--- config.mk ---
export PLATFORM = sky130hd
export DESIGN_NAME = morse_key_decoder_top_flat
export DESIGN_NICKNAME = d
export VERILOG_FILES = /design/src/rtl/core/mkd_pkg.sv /design/src/rtl/core/mkd_if.sv /design/src/rtl/core/mkd_match.sv /design/src/rtl/core/morse_key_decoder_top.sv /design/src/flat_wrapper.sv
export SDC_FILE = /design/constraint.sdc
export NUM_CORES = 1
export LEC_CHECK = 0
export BUFFER_PORTS_ARGS = -buffer_cell sky130_fd_sc_hd__buf_4
export CAP_MARGIN = 20
export CORE_MARGIN = 2
export CORE_UTILIZATION = 52
export CTS_CLUSTER_SIZE = 16
export DETAILED_ROUTE_END_ITERATION = 10
export PLACE_DENSITY = 0.71
export SYNTH_ARGS = -nofsm -noshare
export SYNTH_HDL_FRONTEND = slang
export SYNTH_HIERARCHICAL = 1
export SYNTH_SLANG_ARGS = --single-unit
--- constraint.sdc ---
create_clock -name clk -period 5.4 [get_ports clk]
set_input_delay 1.08 -clock clk [delete_from_list [all_inputs] [get_ports clk]]
set_output_delay 1.08 -clock clk [all_outputs]
set_load 0.01 [all_outputs]
--- src/rtl/core/mkd_pkg.sv ---
// ----------------------------------------------------------------------------
// mkd_pkg
// Shared types and constants for the Morse key decoder: payload widths,
// register indexes, result beat layout and the a-z / 0-9 code table.
// ----------------------------------------------------------------------------
package mkd_pkg;

  // Payload widths
  localparam int TICK_W   = 16;
  localparam int ASCII_W  = 7;
  localparam int LENGTH_W = 5;
  localparam int CFG_IDX_W = 2;

  // Configuration register indexes
  localparam logic [CFG_IDX_W-1:0] REG_DASH_THRESHOLD   = 2'd0;
  localparam logic [CFG_IDX_W-1:0] REG_LONG_PRESS_TICKS = 2'd1;
  localparam logic [CFG_IDX_W-1:0] REG_CHAR_GAP_TICKS   = 2'd2;
  localparam logic [CFG_IDX_W-1:0] REG_SPACE_GAP_TICKS  = 2'd3;

  // Register reset values
  localparam logic [TICK_W-1:0] DASH_THRESHOLD_RST   = 16'd20;
  localparam logic [TICK_W-1:0] LONG_PRESS_TICKS_RST = 16'd100;
  localparam logic [TICK_W-1:0] CHAR_GAP_TICKS_RST   = 16'd40;
  localparam logic [TICK_W-1:0] SPACE_GAP_TICKS_RST  = 16'd120;

  // Release counter stops here; this value lies beyond every gap
  localparam logic [TICK_W-1:0] SAT_TICKS = 16'hFFFF;

  localparam logic [ASCII_W-1:0] ASCII_SPACE = 7'd32;
  localparam logic [ASCII_W-1:0] ASCII_NONE  = 7'd0;

  // Code table: 26 letters then 10 digits
  localparam int TABLE_SIZE  = 36;
  localparam int LETTER_COUNT = 26;
  localparam int CODE_MAX_LEN = 5;

  // Bit i holds mark i of the code, 1 = dash
  localparam logic [CODE_MAX_LEN-1:0] MORSE_PAT [TABLE_SIZE] = '{
    5'b00010, 5'b00001, 5'b00101, 5'b00001, 5'b00000, 5'b00100, // a-f
    5'b00011, 5'b00000, 5'b00000, 5'b01110, 5'b00101, 5'b00010, // g-l
    5'b00011, 5'b00001, 5'b00111, 5'b00110, 5'b01011, 5'b00010, // m-r
    5'b00000, 5'b00001, 5'b00100, 5'b01000, 5'b00110, 5'b01001, // s-x
    5'b01101, 5'b00011,                                         // y-z
    5'b11111, 5'b11110, 5'b11100, 5'b11000, 5'b10000,           // 0-4
    5'b00000, 5'b00001, 5'b00011, 5'b00111, 5'b01111            // 5-9
  };

  // Number of marks in each code
  localparam logic [2:0] MORSE_LEN [TABLE_SIZE] = '{
    3'd2, 3'd4, 3'd4, 3'd3, 3'd1, 3'd4,
    3'd3, 3'd4, 3'd2, 3'd4, 3'd3, 3'd4,
    3'd2, 3'd2, 3'd3, 3'd4, 3'd4, 3'd3,
    3'd3, 3'd1, 3'd3, 3'd4, 3'd3, 3'd4,
    3'd4, 3'd4,
    3'd5, 3'd5, 3'd5, 3'd5, 3'd5,
    3'd5, 3'd5, 3'd5, 3'd5, 3'd5
  };

  // One result beat
  typedef struct packed {
    logic               char_valid;
    logic [ASCII_W-1:0] char_code;
    logic               space_added;
    logic               deleted;
    logic               not_found;
    logic               finished;
    logic               leave_mode;
    logic [LENGTH_W-1:0] text_length;
    logic               text_wrapped;
    logic               text_updated;
  } result_t;

endpackage

--- src/rtl/core/mkd_if.sv ---
// ----------------------------------------------------------------------------
// mkd_if
// Valid/ready channels of the Morse key decoder: key tick beats in,
// result beats out.
// ----------------------------------------------------------------------------

// Key tick channel
interface mkd_key_if;
  logic                       valid;
  logic                       ready;
  logic                       key_level;
  logic [mkd_pkg::TICK_W-1:0] press_ticks;
  logic                       delete_short;
  logic                       delete_long;

  modport source (
    output valid, key_level, press_ticks, delete_short, delete_long,
    input  ready
  );
  modport sink (
    input  valid, key_level, press_ticks, delete_short, delete_long,
    output ready
  );
endinterface

// Result channel
interface mkd_res_if;
  logic                         valid;
  logic                         ready;
  logic                         char_valid;
  logic [mkd_pkg::ASCII_W-1:0]  char_code;
  logic                         space_added;
  logic                         deleted;
  logic                         not_found;
  logic                         finished;
  logic                         leave_mode;
  logic [mkd_pkg::LENGTH_W-1:0] text_length;
  logic                         text_wrapped;
  logic                         text_updated;

  modport source (
    output valid, char_valid, char_code, space_added, deleted, not_found,
           finished, leave_mode, text_length, text_wrapped, text_updated,
    input  ready
  );
  modport sink (
    input  valid, char_valid, char_code, space_added, deleted, not_found,
           finished, leave_mode, text_length, text_wrapped, text_updated,
    output ready
  );
endinterface

--- src/rtl/core/mkd_match.sv ---
// ----------------------------------------------------------------------------
// mkd_match
// Matches the collected marks against the 36-entry Morse table in parallel
// and returns the ASCII code of the entry that matches.
// ----------------------------------------------------------------------------
module mkd_match #(
  parameter int MARK_DEPTH = 8,
  localparam int COUNT_W = $clog2(MARK_DEPTH)
) (
  input  logic [MARK_DEPTH-1:0]        marks,
  input  logic [COUNT_W-1:0]           mark_count,
  output logic                         hit,
  output logic [mkd_pkg::ASCII_W-1:0]  code
);

  logic [mkd_pkg::TABLE_SIZE-1:0] entry_hit;

  // One comparator per table entry; only the first len marks take part
  always_comb begin
    logic [mkd_pkg::CODE_MAX_LEN-1:0] used;
    logic [mkd_pkg::ASCII_W-1:0]      ascii;
    code = mkd_pkg::ASCII_NONE;
    for (int i = 0; i < mkd_pkg::TABLE_SIZE; i++) begin
      for (int j = 0; j < mkd_pkg::CODE_MAX_LEN; j++) begin
        used[j] = (j < int'(mkd_pkg::MORSE_LEN[i]));
      end
      entry_hit[i] = (mark_count == COUNT_W'(mkd_pkg::MORSE_LEN[i])) &&
                     ((marks[mkd_pkg::CODE_MAX_LEN-1:0] & used) ==
                      mkd_pkg::MORSE_PAT[i]);
      if (i < mkd_pkg::LETTER_COUNT) begin
        ascii = mkd_pkg::ASCII_W'(97 + i);
      end else begin
        ascii = mkd_pkg::ASCII_W'(48 + i - mkd_pkg::LETTER_COUNT);
      end
      // codes are unique, so at most one entry contributes
      code = code | (entry_hit[i] ? ascii : mkd_pkg::ASCII_NONE);
    end
    hit = |entry_hit;
  end

endmodule

--- src/rtl/core/morse_key_decoder_top.sv ---
// ----------------------------------------------------------------------------
// morse_key_decoder_top
// Morse key decoder. Takes one key tick beat per cycle while key_in.ready
// is high and returns exactly one result beat per tick, in the cycle after
// acceptance. The whole tick is handled by the mark/gap logic and the
// parallel table matcher between the input port and the result register,
// so the block sustains one beat per clock while results are taken; the
// result register decouples the two channels and key_in.ready only drops
// while a held result is not yet taken. Dot and dash marks are recorded
// when the release count is one and decoded at char_gap_ticks of release;
// a space is appended at space_gap_ticks. Short delete removes a character,
// long delete raises leave_mode. No clearing pass is needed after reset.
// ----------------------------------------------------------------------------
module morse_key_decoder_top #(
  parameter int MARK_DEPTH = 8,
  parameter int TEXT_DEPTH = 32
) (
  input  logic                          clk,
  input  logic                          rst,
  mkd_key_if.sink                       key_in,
  mkd_res_if.source                     res_out,
  input  logic                          cfg_we,
  input  logic [mkd_pkg::CFG_IDX_W-1:0] cfg_index,
  input  logic [mkd_pkg::TICK_W-1:0]    cfg_data
);

  localparam int COUNT_W = $clog2(MARK_DEPTH);
  localparam int POS_W   = $clog2(TEXT_DEPTH);

  // Configuration registers
  logic [mkd_pkg::TICK_W-1:0] dash_threshold;
  logic [mkd_pkg::TICK_W-1:0] long_press_ticks;
  logic [mkd_pkg::TICK_W-1:0] char_gap_ticks;
  logic [mkd_pkg::TICK_W-1:0] space_gap_ticks;

  // Decoder state
  logic [MARK_DEPTH-1:0]      marks;
  logic [MARK_DEPTH-1:0]      marks_next;
  logic [COUNT_W-1:0]         mark_count;
  logic [COUNT_W-1:0]         mark_count_next;
  logic [mkd_pkg::TICK_W-1:0] release_ticks;
  logic [mkd_pkg::TICK_W-1:0] release_ticks_next;
  logic [POS_W-1:0]           text_position;
  logic [POS_W-1:0]           text_position_next;

  // Result register
  logic              res_valid;
  mkd_pkg::result_t  res;
  mkd_pkg::result_t  res_next;

  logic accept;
  logic match_hit;
  logic [mkd_pkg::ASCII_W-1:0] match_code;

  assign key_in.ready = !res_valid || res_out.ready;
  assign accept       = key_in.valid && key_in.ready;

  // Table matcher
  mkd_match #(
    .MARK_DEPTH (MARK_DEPTH)
  ) u_match (
    .marks      (marks),
    .mark_count (mark_count),
    .hit        (match_hit),
    .code       (match_code)
  );

  // Configuration writes
  always_ff @(posedge clk) begin
    if (rst) begin
      dash_threshold   <= mkd_pkg::DASH_THRESHOLD_RST;
      long_press_ticks <= mkd_pkg::LONG_PRESS_TICKS_RST;
      char_gap_ticks   <= mkd_pkg::CHAR_GAP_TICKS_RST;
      space_gap_ticks  <= mkd_pkg::SPACE_GAP_TICKS_RST;
    end else if (cfg_we) begin
      case (cfg_index)
        mkd_pkg::REG_DASH_THRESHOLD:   dash_threshold   <= cfg_data;
        mkd_pkg::REG_LONG_PRESS_TICKS: long_press_ticks <= cfg_data;
        mkd_pkg::REG_CHAR_GAP_TICKS:   char_gap_ticks   <= cfg_data;
        mkd_pkg::REG_SPACE_GAP_TICKS:  space_gap_ticks  <= cfg_data;
        default: ;
      endcase
    end
  end

  // Per-tick update of marks, counters, text position and result
  always_comb begin
    logic             live;
    logic             do_decode;
    logic             do_space;
    logic             do_append;
    logic             skip_delete;
    logic [POS_W:0]   pos_inc;
    logic [POS_W-1:0] pos_mid;
    logic             wrap;
    logic [POS_W+4:0] pos_wide;

    marks_next         = marks;
    mark_count_next    = mark_count;
    release_ticks_next = release_ticks;
    pos_mid            = text_position;
    res_next           = '0;
    skip_delete        = 1'b0;
    do_decode          = 1'b0;
    do_space           = 1'b0;
    live               = (release_ticks != mkd_pkg::SAT_TICKS);

    if (!key_in.key_level) begin
      // key held
      release_ticks_next = '0;
      if (key_in.press_ticks == long_press_ticks) begin
        res_next.finished = 1'b1;
        pos_mid           = '0;
        skip_delete       = 1'b1;
      end
    end else begin
      if (release_ticks == 16'd1) begin
        // release count of one: record a mark
        if (key_in.press_ticks != '0 && key_in.press_ticks < long_press_ticks) begin
          marks_next[mark_count] = (key_in.press_ticks >= dash_threshold);
          if (mark_count == COUNT_W'(MARK_DEPTH - 1)) begin
            mark_count_next = '0;
          end else begin
            mark_count_next = mark_count + 1'b1;
          end
        end
      end else if (live && release_ticks == char_gap_ticks && mark_count != '0) begin
        do_decode       = 1'b1;
        mark_count_next = '0;
        skip_delete     = 1'b1;
      end else if (live && release_ticks == space_gap_ticks) begin
        do_space = 1'b1;
      end
      if (!do_decode && live) begin
        release_ticks_next = release_ticks + 1'b1;
      end
    end

    // Append a letter, digit or space
    do_append = (do_decode && match_hit) || do_space;
    pos_inc   = {1'b0, pos_mid} + 1'b1;
    wrap      = (pos_inc == (POS_W + 1)'(TEXT_DEPTH));
    if (do_append) begin
      pos_mid               = wrap ? '0 : pos_inc[POS_W-1:0];
      res_next.text_wrapped = wrap;
      res_next.text_updated = 1'b1;
    end
    res_next.char_valid  = do_decode && match_hit;
    res_next.not_found   = do_decode && !match_hit;
    res_next.space_added = do_space;
    if (do_decode && match_hit) begin
      res_next.char_code = match_code;
    end else if (do_space) begin
      res_next.char_code = mkd_pkg::ASCII_SPACE;
    end

    // Delete key
    if (!skip_delete) begin
      if (key_in.delete_short) begin
        if (pos_mid != '0) begin
          pos_mid               = pos_mid - 1'b1;
          res_next.deleted      = 1'b1;
          res_next.text_updated = 1'b1;
        end
      end else if (key_in.delete_long) begin
        res_next.leave_mode = 1'b1;
      end
    end

    text_position_next   = pos_mid;
    pos_wide             = {5'b0, pos_mid};
    res_next.text_length = pos_wide[mkd_pkg::LENGTH_W-1:0];
  end

  // State registers
  always_ff @(posedge clk) begin
    if (rst) begin
      mark_count    <= '0;
      release_ticks <= '0;
      text_position <= '0;
    end else if (accept) begin
      mark_count    <= mark_count_next;
      release_ticks <= release_ticks_next;
      text_position <= text_position_next;
    end
  end

  // Mark store holds payload only
  always_ff @(posedge clk) begin
    if (accept) begin
      marks <= marks_next;
    end
  end

  // Result register
  always_ff @(posedge clk) begin
    if (rst) begin
      res_valid <= 1'b0;
    end else if (accept) begin
      res_valid <= 1'b1;
    end else if (res_out.ready) begin
      res_valid <= 1'b0;
    end
  end

  always_ff @(posedge clk) begin
    if (accept) begin
      res <= res_next;
    end
  end

  assign res_out.valid        = res_valid;
  assign res_out.char_valid   = res.char_valid;
  assign res_out.char_code    = res.char_code;
  assign res_out.space_added  = res.space_added;
  assign res_out.deleted      = res.deleted;
  assign res_out.not_found    = res.not_found;
  assign res_out.finished     = res.finished;
  assign res_out.leave_mode   = res.leave_mode;
  assign res_out.text_length  = res.text_length;
  assign res_out.text_wrapped = res.text_wrapped;
  assign res_out.text_updated = res.text_updated;

`ifndef NO_ASSERTIONS
  // A held key always restarts the release count
  a_release_clear: assert property (@(posedge clk) disable iff (rst)
    (accept && !key_in.key_level) |=> (release_ticks == '0))
    else $error("release counter not cleared by held key");

  // Mark count stays inside the buffer
  a_mark_count: assert property (@(posedge clk) disable iff (rst)
    mark_count <= COUNT_W'(MARK_DEPTH - 1))
    else $error("mark count beyond buffer");

  // Text position stays inside the text
  a_text_pos: assert property (@(posedge clk) disable iff (rst)
    (POS_W + 1)'(text_position) < (POS_W + 1)'(TEXT_DEPTH))
    else $error("text position beyond text depth");

  // At most one of the main events per result beat
  a_one_event: assert property (@(posedge clk) disable iff (rst)
    res_valid |-> $onehot0({res.char_valid, res.space_added, res.not_found,
                            res.finished}))
    else $error("conflicting events in one result");
`endif

endmodule
--- src/flat_wrapper.sv ---
// flat-port wrapper written by rule: the top's interface ports become plain ports
module morse_key_decoder_top_flat 
#(
  parameter int MARK_DEPTH = 8,
  parameter int TEXT_DEPTH = 32
)
  (clk, rst, cfg_we, cfg_index, cfg_data, key_in_valid, key_in_key_level, key_in_press_ticks, key_in_delete_short, key_in_delete_long, key_in_ready, res_out_valid, res_out_char_valid, res_out_char_code, res_out_space_added, res_out_deleted, res_out_not_found, res_out_finished, res_out_leave_mode, res_out_text_length, res_out_text_wrapped, res_out_text_updated, res_out_ready);
  mkd_key_if key_in_i ();
  mkd_res_if res_out_i ();
  input  logic clk;
  input  logic rst;
  input  logic cfg_we;
  input  logic [mkd_pkg::CFG_IDX_W-1:0] cfg_index;
  input  logic [mkd_pkg::TICK_W-1:0] cfg_data;
  input wire logic [$bits(key_in_i.valid)-1:0] key_in_valid;
  input wire logic [$bits(key_in_i.key_level)-1:0] key_in_key_level;
  input wire logic [$bits(key_in_i.press_ticks)-1:0] key_in_press_ticks;
  input wire logic [$bits(key_in_i.delete_short)-1:0] key_in_delete_short;
  input wire logic [$bits(key_in_i.delete_long)-1:0] key_in_delete_long;
  output wire logic [$bits(key_in_i.ready)-1:0] key_in_ready;
  output wire logic [$bits(res_out_i.valid)-1:0] res_out_valid;
  output wire logic [$bits(res_out_i.char_valid)-1:0] res_out_char_valid;
  output wire logic [$bits(res_out_i.char_code)-1:0] res_out_char_code;
  output wire logic [$bits(res_out_i.space_added)-1:0] res_out_space_added;
  output wire logic [$bits(res_out_i.deleted)-1:0] res_out_deleted;
  output wire logic [$bits(res_out_i.not_found)-1:0] res_out_not_found;
  output wire logic [$bits(res_out_i.finished)-1:0] res_out_finished;
  output wire logic [$bits(res_out_i.leave_mode)-1:0] res_out_leave_mode;
  output wire logic [$bits(res_out_i.text_length)-1:0] res_out_text_length;
  output wire logic [$bits(res_out_i.text_wrapped)-1:0] res_out_text_wrapped;
  output wire logic [$bits(res_out_i.text_updated)-1:0] res_out_text_updated;
  input wire logic [$bits(res_out_i.ready)-1:0] res_out_ready;
  assign key_in_i.valid = key_in_valid;
  assign key_in_i.key_level = key_in_key_level;
  assign key_in_i.press_ticks = key_in_press_ticks;
  assign key_in_i.delete_short = key_in_delete_short;
  assign key_in_i.delete_long = key_in_delete_long;
  assign key_in_ready = key_in_i.ready;
  assign res_out_valid = res_out_i.valid;
  assign res_out_char_valid = res_out_i.char_valid;
  assign res_out_char_code = res_out_i.char_code;
  assign res_out_space_added = res_out_i.space_added;
  assign res_out_deleted = res_out_i.deleted;
  assign res_out_not_found = res_out_i.not_found;
  assign res_out_finished = res_out_i.finished;
  assign res_out_leave_mode = res_out_i.leave_mode;
  assign res_out_text_length = res_out_i.text_length;
  assign res_out_text_wrapped = res_out_i.text_wrapped;
  assign res_out_text_updated = res_out_i.text_updated;
  assign res_out_i.ready = res_out_ready;
  morse_key_decoder_top #(.MARK_DEPTH(MARK_DEPTH), .TEXT_DEPTH(TEXT_DEPTH)) u_core (.clk(clk), .rst(rst), .key_in(key_in_i), .res_out(res_out_i), .cfg_we(cfg_we), .cfg_index(cfg_index), .cfg_data(cfg_data));
endmodule
# --- Yosys cells after proc, flatten, opt, wreduce, memory -nomap -nowiden ---
# Index checks and enable logic that the tools add are counted.
totals:
  inputBits: 42
  regBits: 117
  wordCells: 253
classes:
  addsub: 4
  reduce_logical: 71
  eq_ne: 47
  order_cmp: 4
  mux: 72
  bitwise: 36
op_table:
  columns: ["op", "count"]
  rows:
  - ["OR 7 bit", 31]
  - ["2-to-1 mux 7 bit", 27]
  - ["2-to-1 mux 6 bit", 11]
  - ["== test 16 bit", 3]
  - ["logical AND 1 bit", 45]
  - ["OR reduction 36 bit", 1]
  - ["2-to-1 mux 5 bit", 7]
  - ["2-to-1 mux 16 bit", 2]
  - ["OR 7 x 6 -> 7 bit", 4]
  - ["== test 5 bit, second input constant", 5]
  - ["zero test 5 bit", 5]
  - ["== test 3 bit, second input constant", 7]
  - ["== test 4 bit, second input constant", 5]
  - ["2-to-1 mux 1 bit", 19]
  - ["adder 16 x 1 -> 16 bit, second input constant", 1]
  - ["== test 16 x 1 -> 1 bit, second input constant", 1]
  - ["greater-or-equal comparator 16 bit", 1]
  - ["< comparator 16 bit", 1]
  - ["inequality test 16 bit, second input constant", 1]
  - ["nonzero test 16 bit", 1]
  - ["== test 3 x 2 -> 1 bit, second input constant", 4]
  - ["== test 4 x 3 -> 1 bit, second input constant", 3]
  - ["2-to-1 mux 3 bit", 4]
  - ["AND reduction 2 bit", 5]
  - ["28 further kinds", 40]

# --- Logic depth before layout (Yosys ltp) ---
# Gate-level depths: netlist of run 1.
depth:
  word_depth: 39
  mapped_depth: 18
  depth_no_buf: 16

# --- By module ---
# Netlist of run 1, hierarchy kept.
by_module_without_submodules:
  columns: ["module", "cells_each", "seq_area_each_um2", "instances", "area_each_um2"]
  rows:
  - ["morse_key_decoder_top", 721, 2622.5, 1, 6362.4]
  - ["mkd_match", 107, 0.0, 1, 635.6]

# --- Worst setup path before layout of run 1 ---
# No wires, ideal clock.
synth_timing:
  path_kind: "input to register"
  start: "input key_in_press_ticks[0]"
  end: "register u_core.text_position[4]"
  setup_slack_ns: 1.342
  n_path_buf: 2
  arrival_time_ns: 3.928
  setup_time_ns: 0.130
  path_stages: 15
  required_ns: 5.270
  cell_sequence: "inv_1 ha_1 nor2b_1 nand4_1 or4_4 buf_2 nand2_1 xor2_1 ha_1 nand2_1 or2_1 clkbuf_2 or4_1 nand4_1 a31oi_1"
synth_between:
  elab_chain_len: 11
synth_rtl:
  columns: ["element", "line", "rtl"]
  rows:
  - ["from (decl)", "flat_wrapper.sv:17", "input wire logic [$bits(key_in_i.press_ticks)-1:0] key_in_press_ticks;"]
  - ["== test 16 bit (*)", "morse_key_decoder_top.sv:111", "if (key_in.press_ticks == long_press_ticks) begin"]
  - ["2-to-1 mux 5 bit", "morse_key_decoder_top.sv:111", null]
  - ["2-to-1 mux 5 bit", "morse_key_decoder_top.sv:108", "if (!key_in.key_level) begin"]
  - ["adder 5 x 1 -> 6 bit", "morse_key_decoder_top.sv:141", "pos_inc = {1'b0, pos_mid} + 1'b1;"]
  - ["== test 6 bit", "morse_key_decoder_top.sv:142", "wrap = (pos_inc == (POS_W + 1)'(TEXT_DEPTH));"]
  - ["2-to-1 mux 5 bit", "morse_key_decoder_top.sv:144", "pos_mid = wrap ? '0 : pos_inc[POS_W-1:0];"]
  - ["2-to-1 mux 5 bit", "morse_key_decoder_top.sv:143", "if (do_append) begin"]
  - ["subtractor 5 x 1 -> 5 bit / nonzero test 5 bit (equally long branches)", "morse_key_decoder_top.sv:161, morse_key_decoder_top.sv:160", null]
  - ["2-to-1 mux 5 bit", "morse_key_decoder_top.sv:160", "if (pos_mid != '0) begin"]
  - ["2-to-1 mux 5 bit", "morse_key_decoder_top.sv:159", "if (key_in.delete_short) begin"]
  - ["2-to-1 mux 5 bit (*)", "morse_key_decoder_top.sv:158", "if (!skip_delete) begin"]
  - ["to (signal assigned)", "morse_key_decoder_top.sv:184", "text_position <= text_position_next;"]
  - ["to (decl)", "morse_key_decoder_top.sv:43", "logic [POS_W-1:0] text_position;"]
# Mark *: on every way between the ends. The rest lies on a longest branch, timed or not.
# A chain may end at the register's enable or synchronous reset.

==> reports/metrics.cfg, run 1 <==
[pwr]
power_switching_w = 0.000553
p_sw_share_pct = 22.9
p_per_area_nw_per_um2 = 299
power_frac_seq_pct = 38.3
static-leakage-power_nw = 3.21
p_int_w = 0.00186
ir_worst_vdd_v = 0.000208
p_comb_share_pct = 10.0
p_clk_share_pct = 51.7

[clock_tree]
cts_tree = done
clockBufferDepth = 2
root_buffer = clkbuf_16
cts_buffers = 17
ctsHoldBuffers = 0
cts.sinks = 114
cts_htree_levels = 4
cts_resized = 0
clkLatencyLatePin_ps = 420
cts.clk_slew.worst_paths_ps = 50
postCtsSetupBuffers = 0

[global_routing]
gr-total-overflow = 0
grt_max_degree = 84
grt_pass1_wl_microns = 28800
first_global_vias = 5792
antenna_found_initial = 0
grtUsageTotal_pct = 25.6

[setup_path]
worstPathArrival_ps = 4660
crit_start = u_core/marks[0]$_DFFE_PP_
cp.required_ps = 5660
cp_max_fo = 25
cp-start-kind = flip-flop
endpoint_kind = flip-flop
worstSetupPathType = flip-flop to flip-flop
rr_startpoint = u_core/marks[0]$_DFFE_PP_

[final_layout]
drive_gt1_share_pct = 15.7
antennaDiodeCount = 0
finalInstanceArea_sq_um = 8050
n_fill_cell = 1169
multiInputGateArea_sq_um = 3960
register_area_sq_um = 2530
areaGrowthSynthToFinish_pct = 16.8
final_nets = 936

[placed_design]
place_hpwl_microns = 12500
io_buffers = 63
postPlaceCellArea_sq_um = 7380
gp_congestion = 0.888

[timing]
setup_tns_ps = 0
max_slew.worst_pin.slew_ps = 852
min_period_ps = 4410
report.final.hold_viol_count = 0
max_freq_mhz = 227
max-slew-margin-rel_pct = 43.2
fin_skew_ps = 7.82
final_min_period_over_clock_period_pct = 81.6
setup_violations = 0
rsz0062_at_grt = false
timing.hold.ws_ps = 456
slew_violations = 0

[drt]
drc = 0
antenna_left = 0
vias = 6092
wire_per_inst_microns = 17.0
dr.pass1.iters = 5
wirelength_microns = 17800
dr.first_iter.drc_count = 580
viasPerCell = 5.83

[floorplanning]
num_rows = 42
core_area_sq_um = 13100
dieArea_sq_um = 14200
die_height_microns = 119
io_pins = 64
start_util_pct = 52.7
die_x_microns = 119

[hold_path]
hp-start = u_core/dash_threshold[12]$_SDFFE_PP0P_
worstHoldPathType = flip-flop to flip-flop

[job]
cap_violations = 0

[outcome]
outcome = finished clean

[logic_synthesis]
syn_inst = 821
syn_area_sq_um = 6890
yosysWarningCount = 6
syn_avg_cell_area_sq_um = 8.40
syn_nets = 901

-- layout make-up --
cell class                      instances  area share (%)
Multi-Input combinational cell        610            49.2
Sequential cell                       114            31.5
Clock buffer                           25            6.44
Timing Repair Buffer                   67            6.25
Tap cell                              176            2.74
Inverter                               46            2.15
Clock inverter                          7            1.74
-- sequential cells by signal, indices dropped and copies added, names as in the netlist, 3 cells and up --
| name | cells |
|---|---|
| u_core/char_gap_ticks | 16 |
| u_core/text_position | 5 |
| u_core/space_gap_ticks | 16 |
| u_core/release_ticks | 16 |
| u_core/dash_threshold | 16 |
| u_core/res_out.char_code | 7 |
| u_core/res_out.text_length | 5 |
| u_core/mark_count | 3 |
| u_core/long_press_ticks | 16 |
| u_core/marks | 5 |
-- per-layer routing --
layer  vias up  GRT usage (%)  wire (microns)
met3        38           5.17            1070
li1       2955              -               -
met4         0           10.2             465
met2       231           43.4            8540
met1      2868           32.0            7680
met5         -              0               0
-- worst paths after layout --
kind / endpoint / cells after the start / slack, ps
worst min-delay path: u_core/dash_threshold[12]$_SDFFE_PP0P_ / 2 / 460
worst max-delay path: u_core/text_position[4]$_SDFFE_PP0P_ / 16 / 990
worst max register to register: u_core/text_position[4]$_SDFFE_PP0P_ / 16 / 990
worst min register to register: u_core/dash_threshold[12]$_SDFFE_PP0P_ / 2 / 460
-- stage by stage --
| step | std cells | utilization, % | worst slack [ps] | total power (W) |
|---|---|---|---|---|
| 2_1_floorplan | 821 | - | 1340 | 0.00109 |
| 3_3_place_gp | 1012 | 56.4 | 1170 | 0.00117 |
| 3_5_place_dp | 1012 | 56.4 | 1040 | 0.00118 |
| 4_1_cts | 1044 | 61.4 | 1040 | 0.00242 |
| 5_1_grt | 1045 | 61.5 | 595 | 0.00249 |
| 6_report | 1045 | 61.5 | 992 | 0.00241 |
-- power by group through the flow --
| stage | sequential (W) | clock, W | combinational [W] |
|---|---|---|---|
| after floorplan | 0.000940 | 0 | 0.000145 |
| after global placement | 0.000939 | 0 | 0.000229 |
| after detailed placement | 0.000940 | 0 | 0.000238 |
| after CTS | 0.000922 | 0.00126 | 0.000240 |
| after global routing | 0.000925 | 0.00130 | 0.000267 |
| final | 0.000922 | 0.00125 | 0.000242 |
-- cell usage in the layout (no fill, tap or decap), drive strengths merged, types with 16 or more instances in the layout --
cell	instances
nand2	154
dfxtp	89
a21oi	84
buf	67
inv	47
nor2	42
ha	38
nand4	26
edfxtp	25
clkbuf	25
xnor2	23
xor2	21
nor4	19
nand3	16
-- critical path, stage by stage, from the launching register on --
cell,delay [ps]
edfxtp_1,690
nor2_1,480
nand3_1,160
a21oi_1,310
nor4b_4,100
nand2_1,200
inv_1,130
nor4_4,460
o21ai_0,190
xnor2_1,170
nand2_1,90
ha_1,210
nand2_1,80
or2_1,280
or4_1,490
nand4_1,110
a31oi_1,100
No activity file was read; power rests on OpenSTA's default activity.
==> run 2, diff against run 1 <==
--- a/config.mk
+++ b/config.mk
@@ -5,13 +5,14 @@
 export SDC_FILE = /design/constraint.sdc
 export NUM_CORES = 1
 export LEC_CHECK = 0
+export ABC_AREA = 1
 export BUFFER_PORTS_ARGS = -buffer_cell sky130_fd_sc_hd__buf_4
 export CAP_MARGIN = 20
 export CORE_MARGIN = 2
 export CORE_UTILIZATION = 52
 export CTS_CLUSTER_SIZE = 16
 export DETAILED_ROUTE_END_ITERATION = 10
-export PLACE_DENSITY = 0.71
+export PLACE_DENSITY = 0.74
 export SYNTH_ARGS = -nofsm -noshare
 export SYNTH_HDL_FRONTEND = slang
 export SYNTH_HIERARCHICAL = 1
==> constraint.sdc (replaced) <==
create_clock -name clk -period 3.7 [get_ports clk]
set_input_delay 0.74 -clock clk [delete_from_list [all_inputs] [get_ports clk]]
set_output_delay 0.74 -clock clk [all_outputs]
set_load 0.01 [all_outputs]
==> reports/metrics.cfg, run 2 <==
[outcome]
outcome = finished clean

[final_layout]
multiInputGateArea_sq_um = 3630  ; -8.4%
layout_commonest_cell = nand2_1
register_area_sq_um = 2530  ; unchanged
final_nets = 1126  ; +20%
antennaDiodeCount = 0  ; unchanged
final_cell_mix = nand2_1 (201), inv_1 (130), nor2_1 (107), dfxtp_1 (89), a21oi_1 (84)
areaGrowthSynthToFinish_pct = 17.2
n_fill_cell = 1182  ; +1.1%
drive_gt1_share_pct = 13.9  ; -1.8 points

[logic_synthesis]
syn_avg_cell_area_sq_um = 6.97  ; -17%
syn_nets = 1066  ; +18%
yosysWarningCount = 6  ; unchanged
syn_area_sq_um = 6870  ; -0.31%
syn_inst = 986  ; +20%

[pwr]
p_sw_share_pct = 24.0  ; +1.0 points
p_clk_share_pct = 48.2  ; -3.5 points
ir_worst_vdd_v = 0.000296  ; +43%
power_switching_w = 0.000821  ; +48%
power_frac_seq_pct = 39.8  ; +1.5 points
p_comb_share_pct = 12.0  ; +2.0 points
static-leakage-power_nw = 3.73  ; +16%
p_int_w = 0.00261  ; +40%
p_per_area_nw_per_um2 = 425  ; +42%

[timing]
max-slew-margin-rel_pct = 49.4  ; +6.3 points
timing.hold.ws_ps = 458  ; +2.32 ps
max_slew.worst_pin.slew_ps = 758  ; -94.7 ps
max_freq_mhz = 305  ; +34%
fin_skew_ps = 9.69  ; +1.88 ps
report.final.hold_viol_count = 0  ; unchanged
rsz0062_at_grt = false
slew_violations = 0  ; unchanged
final_min_period_over_clock_period_pct = 88.7  ; +7.0 points
setup_violations = 0  ; unchanged
setup_tns_ps = 0  ; unchanged
min_period_ps = 3280  ; -1130 ps

[drt]
wire_per_inst_microns = 14.1  ; -17%
dr.pass1.iters = 6  ; +1
viasPerCell = 5.36  ; -8.0%
dr.first_iter.drc_count = 606  ; +4.5%
drc = 0  ; unchanged
vias = 6601  ; +8.4%
antenna_left = 0  ; unchanged
wirelength_microns = 17400  ; -1.9%

[clock_tree]
cts_resized = 0  ; unchanged
clkLatencyLatePin_ps = 420  ; about the same
cts_buffers = 17  ; unchanged
cts_htree_levels = 4  ; unchanged
cts.clk_slew.worst_paths_ps = 50  ; about the same
root_buffer = clkbuf_16
ctsHoldBuffers = 0  ; unchanged
cts.sinks = 114  ; unchanged
cts_tree = done
clockBufferDepth = 2  ; unchanged
postCtsSetupBuffers = 0  ; unchanged

[floorplanning]
start_util_pct = 53.8  ; +1.1 points
die_x_microns = 119  ; -0.15%
die_height_microns = 119  ; -0.15%
num_rows = 41  ; -2.4%
io_pins = 64  ; unchanged
core_area_sq_um = 12800  ; -2.4%
dieArea_sq_um = 14200  ; -0.29%

[global_routing]
first_global_vias = 6039  ; +4.3%
grt_max_degree = 67  ; -20%
antenna_found_initial = 0  ; unchanged
grt_pass1_wl_microns = 28900  ; +0.22%
grtUsageTotal_pct = 25.6  ; about the same
gr-total-overflow = 0  ; unchanged

[setup_path]
r2r-end = u_core/res_out.text_length[1]$_DFFE_PP_
reg2regPathDepth = 18  ; +2
cp_max_fo = 12  ; -52%
cp.required_ps = 3860  ; -1800 ps
worstSetupPathType = flip-flop to flip-flop
critPathMostFrequentCell = nand2_1
crit_buf_inv = 0  ; -1
cp-start-kind = flip-flop
cp_slowest_cell = dfxtp_1
rr_startpoint = u_core/mark_count[2]$_SDFFE_PP0P_
cp_num_cells = 18  ; +2
rrSetupSlack_ps = 420  ; -570 ps
endpoint_kind = flip-flop
path_delay_family = simple AND/OR/NAND/NOR gates
cp_cell_sequence = nand2_2, nor2_2, nand3_1, o21ai_2, nor2_1, nand3_1, nand4_4, nand2_1, nand2_1, o21ai_1, nand2_1, ha_1, nand3_1, nor2_2, nand2_2, nand2_2, nand2_1, nand2_1
crit_path_max_incr_delay_ps = 590  ; -100 ps
worstPathArrival_ps = 3450  ; -1210 ps

[placed_design]
io_buffers = 63  ; unchanged
gp_congestion = 0.947  ; +6.6%
place_hpwl_microns = 13200  ; +5.5%

[hold_path]
worstHoldPathType = flip-flop to flip-flop
hold_depth = 2  ; unchanged
holdPathEnd = u_core/long_press_ticks[1]$_SDFFE_PP0P_
hp-start = u_core/long_press_ticks[1]$_SDFFE_PP0P_

[job]
cap_violations = 0  ; unchanged

-- run 2: cell count changes in the layout (fill, tap and decap cells not counted), moves of 19 or more --
cell	before	now
nor2_1	42	107
nand3_1	13	50
o21ai_0	14	77
xor2_1	21	2
nand2_1	154	201
inv_2	0	20
inv_1	46	130
-- run 2: routing by layer --
layer | up-vias | GRT usage (%) | share of wire (%)
met2 | 239 | 42.0 | 47
met3 | 40 | 4.93 | 6.0
met1 | 2947 | 33.0 | 44
li1 | 3375 | - | -
met5 | - | 0 | 0
met4 | 0 | 11.0 | 2.6
-- run 2: layout make-up --
cell class              instances  share of cell area, %
repair buffers                 68                   6.34
well taps                     172                   2.67
flip-flops and latches        114                   31.4
clock inverters                 6                   1.30
clock buffers                  26                   6.07
inverters                     153                   7.13
multi-input cells             692                   45.0
-- run 2: power groups by stage --
stage               sequential, W  combinational [W]  clock [W]
finish                    0.00136           0.000412    0.00165
global route              0.00137           0.000470    0.00174
CTS                       0.00136           0.000411    0.00167
detailed placement        0.00139           0.000407          0
global placement          0.00139           0.000401          0
floorplan                 0.00139           0.000259          0
-- run 2: through the flow --
| step | area [sq um] | instances | power [W] | setup WS, ps | util, % |
|---|---|---|---|---|---|
| floorplan | 6870 | 986 | 0.00165 | 906 | - |
| global placement | 7460 | 1199 | 0.00179 | 485 | 58.4 |
| detailed placement | 7460 | 1199 | 0.00180 | 386 | 58.4 |
| CTS | 8050 | 1231 | 0.00345 | 473 | 63.1 |
| global route | 8050 | 1231 | 0.00357 | 70.8 | 63.1 |
| finish | 8050 | 1231 | 0.00343 | 419 | 63.1 |
-- run 2: worst max path at each step --
stage,startpoint,endpoint,slack (ps)
CTS,u_core/mark_count[2]$_SDFFE_PP0P_,u_core/res_out.text_length[1]$_DFFE_PP_,470
finish,u_core/mark_count[2]$_SDFFE_PP0P_,u_core/res_out.text_length[1]$_DFFE_PP_,420
global placement,key_in_press_ticks[15],u_core/res_out.text_length[1]$_DFFE_PP_,480
global route,u_core/mark_count[2]$_SDFFE_PP0P_,u_core/res_out.text_length[1]$_DFFE_PP_,70
detailed placement,key_in_press_ticks[15],u_core/res_out.text_length[1]$_DFFE_PP_,390
floorplan,key_in_press_ticks[15],u_core/res_out.text_length[1]$_DFFE_PP_,910
-- run 2: worst min-delay path, stage by stage, from the launching register on --
cell and delay [ps]:
dfxtp_1 290, inv_1 60, a21oi_1 50
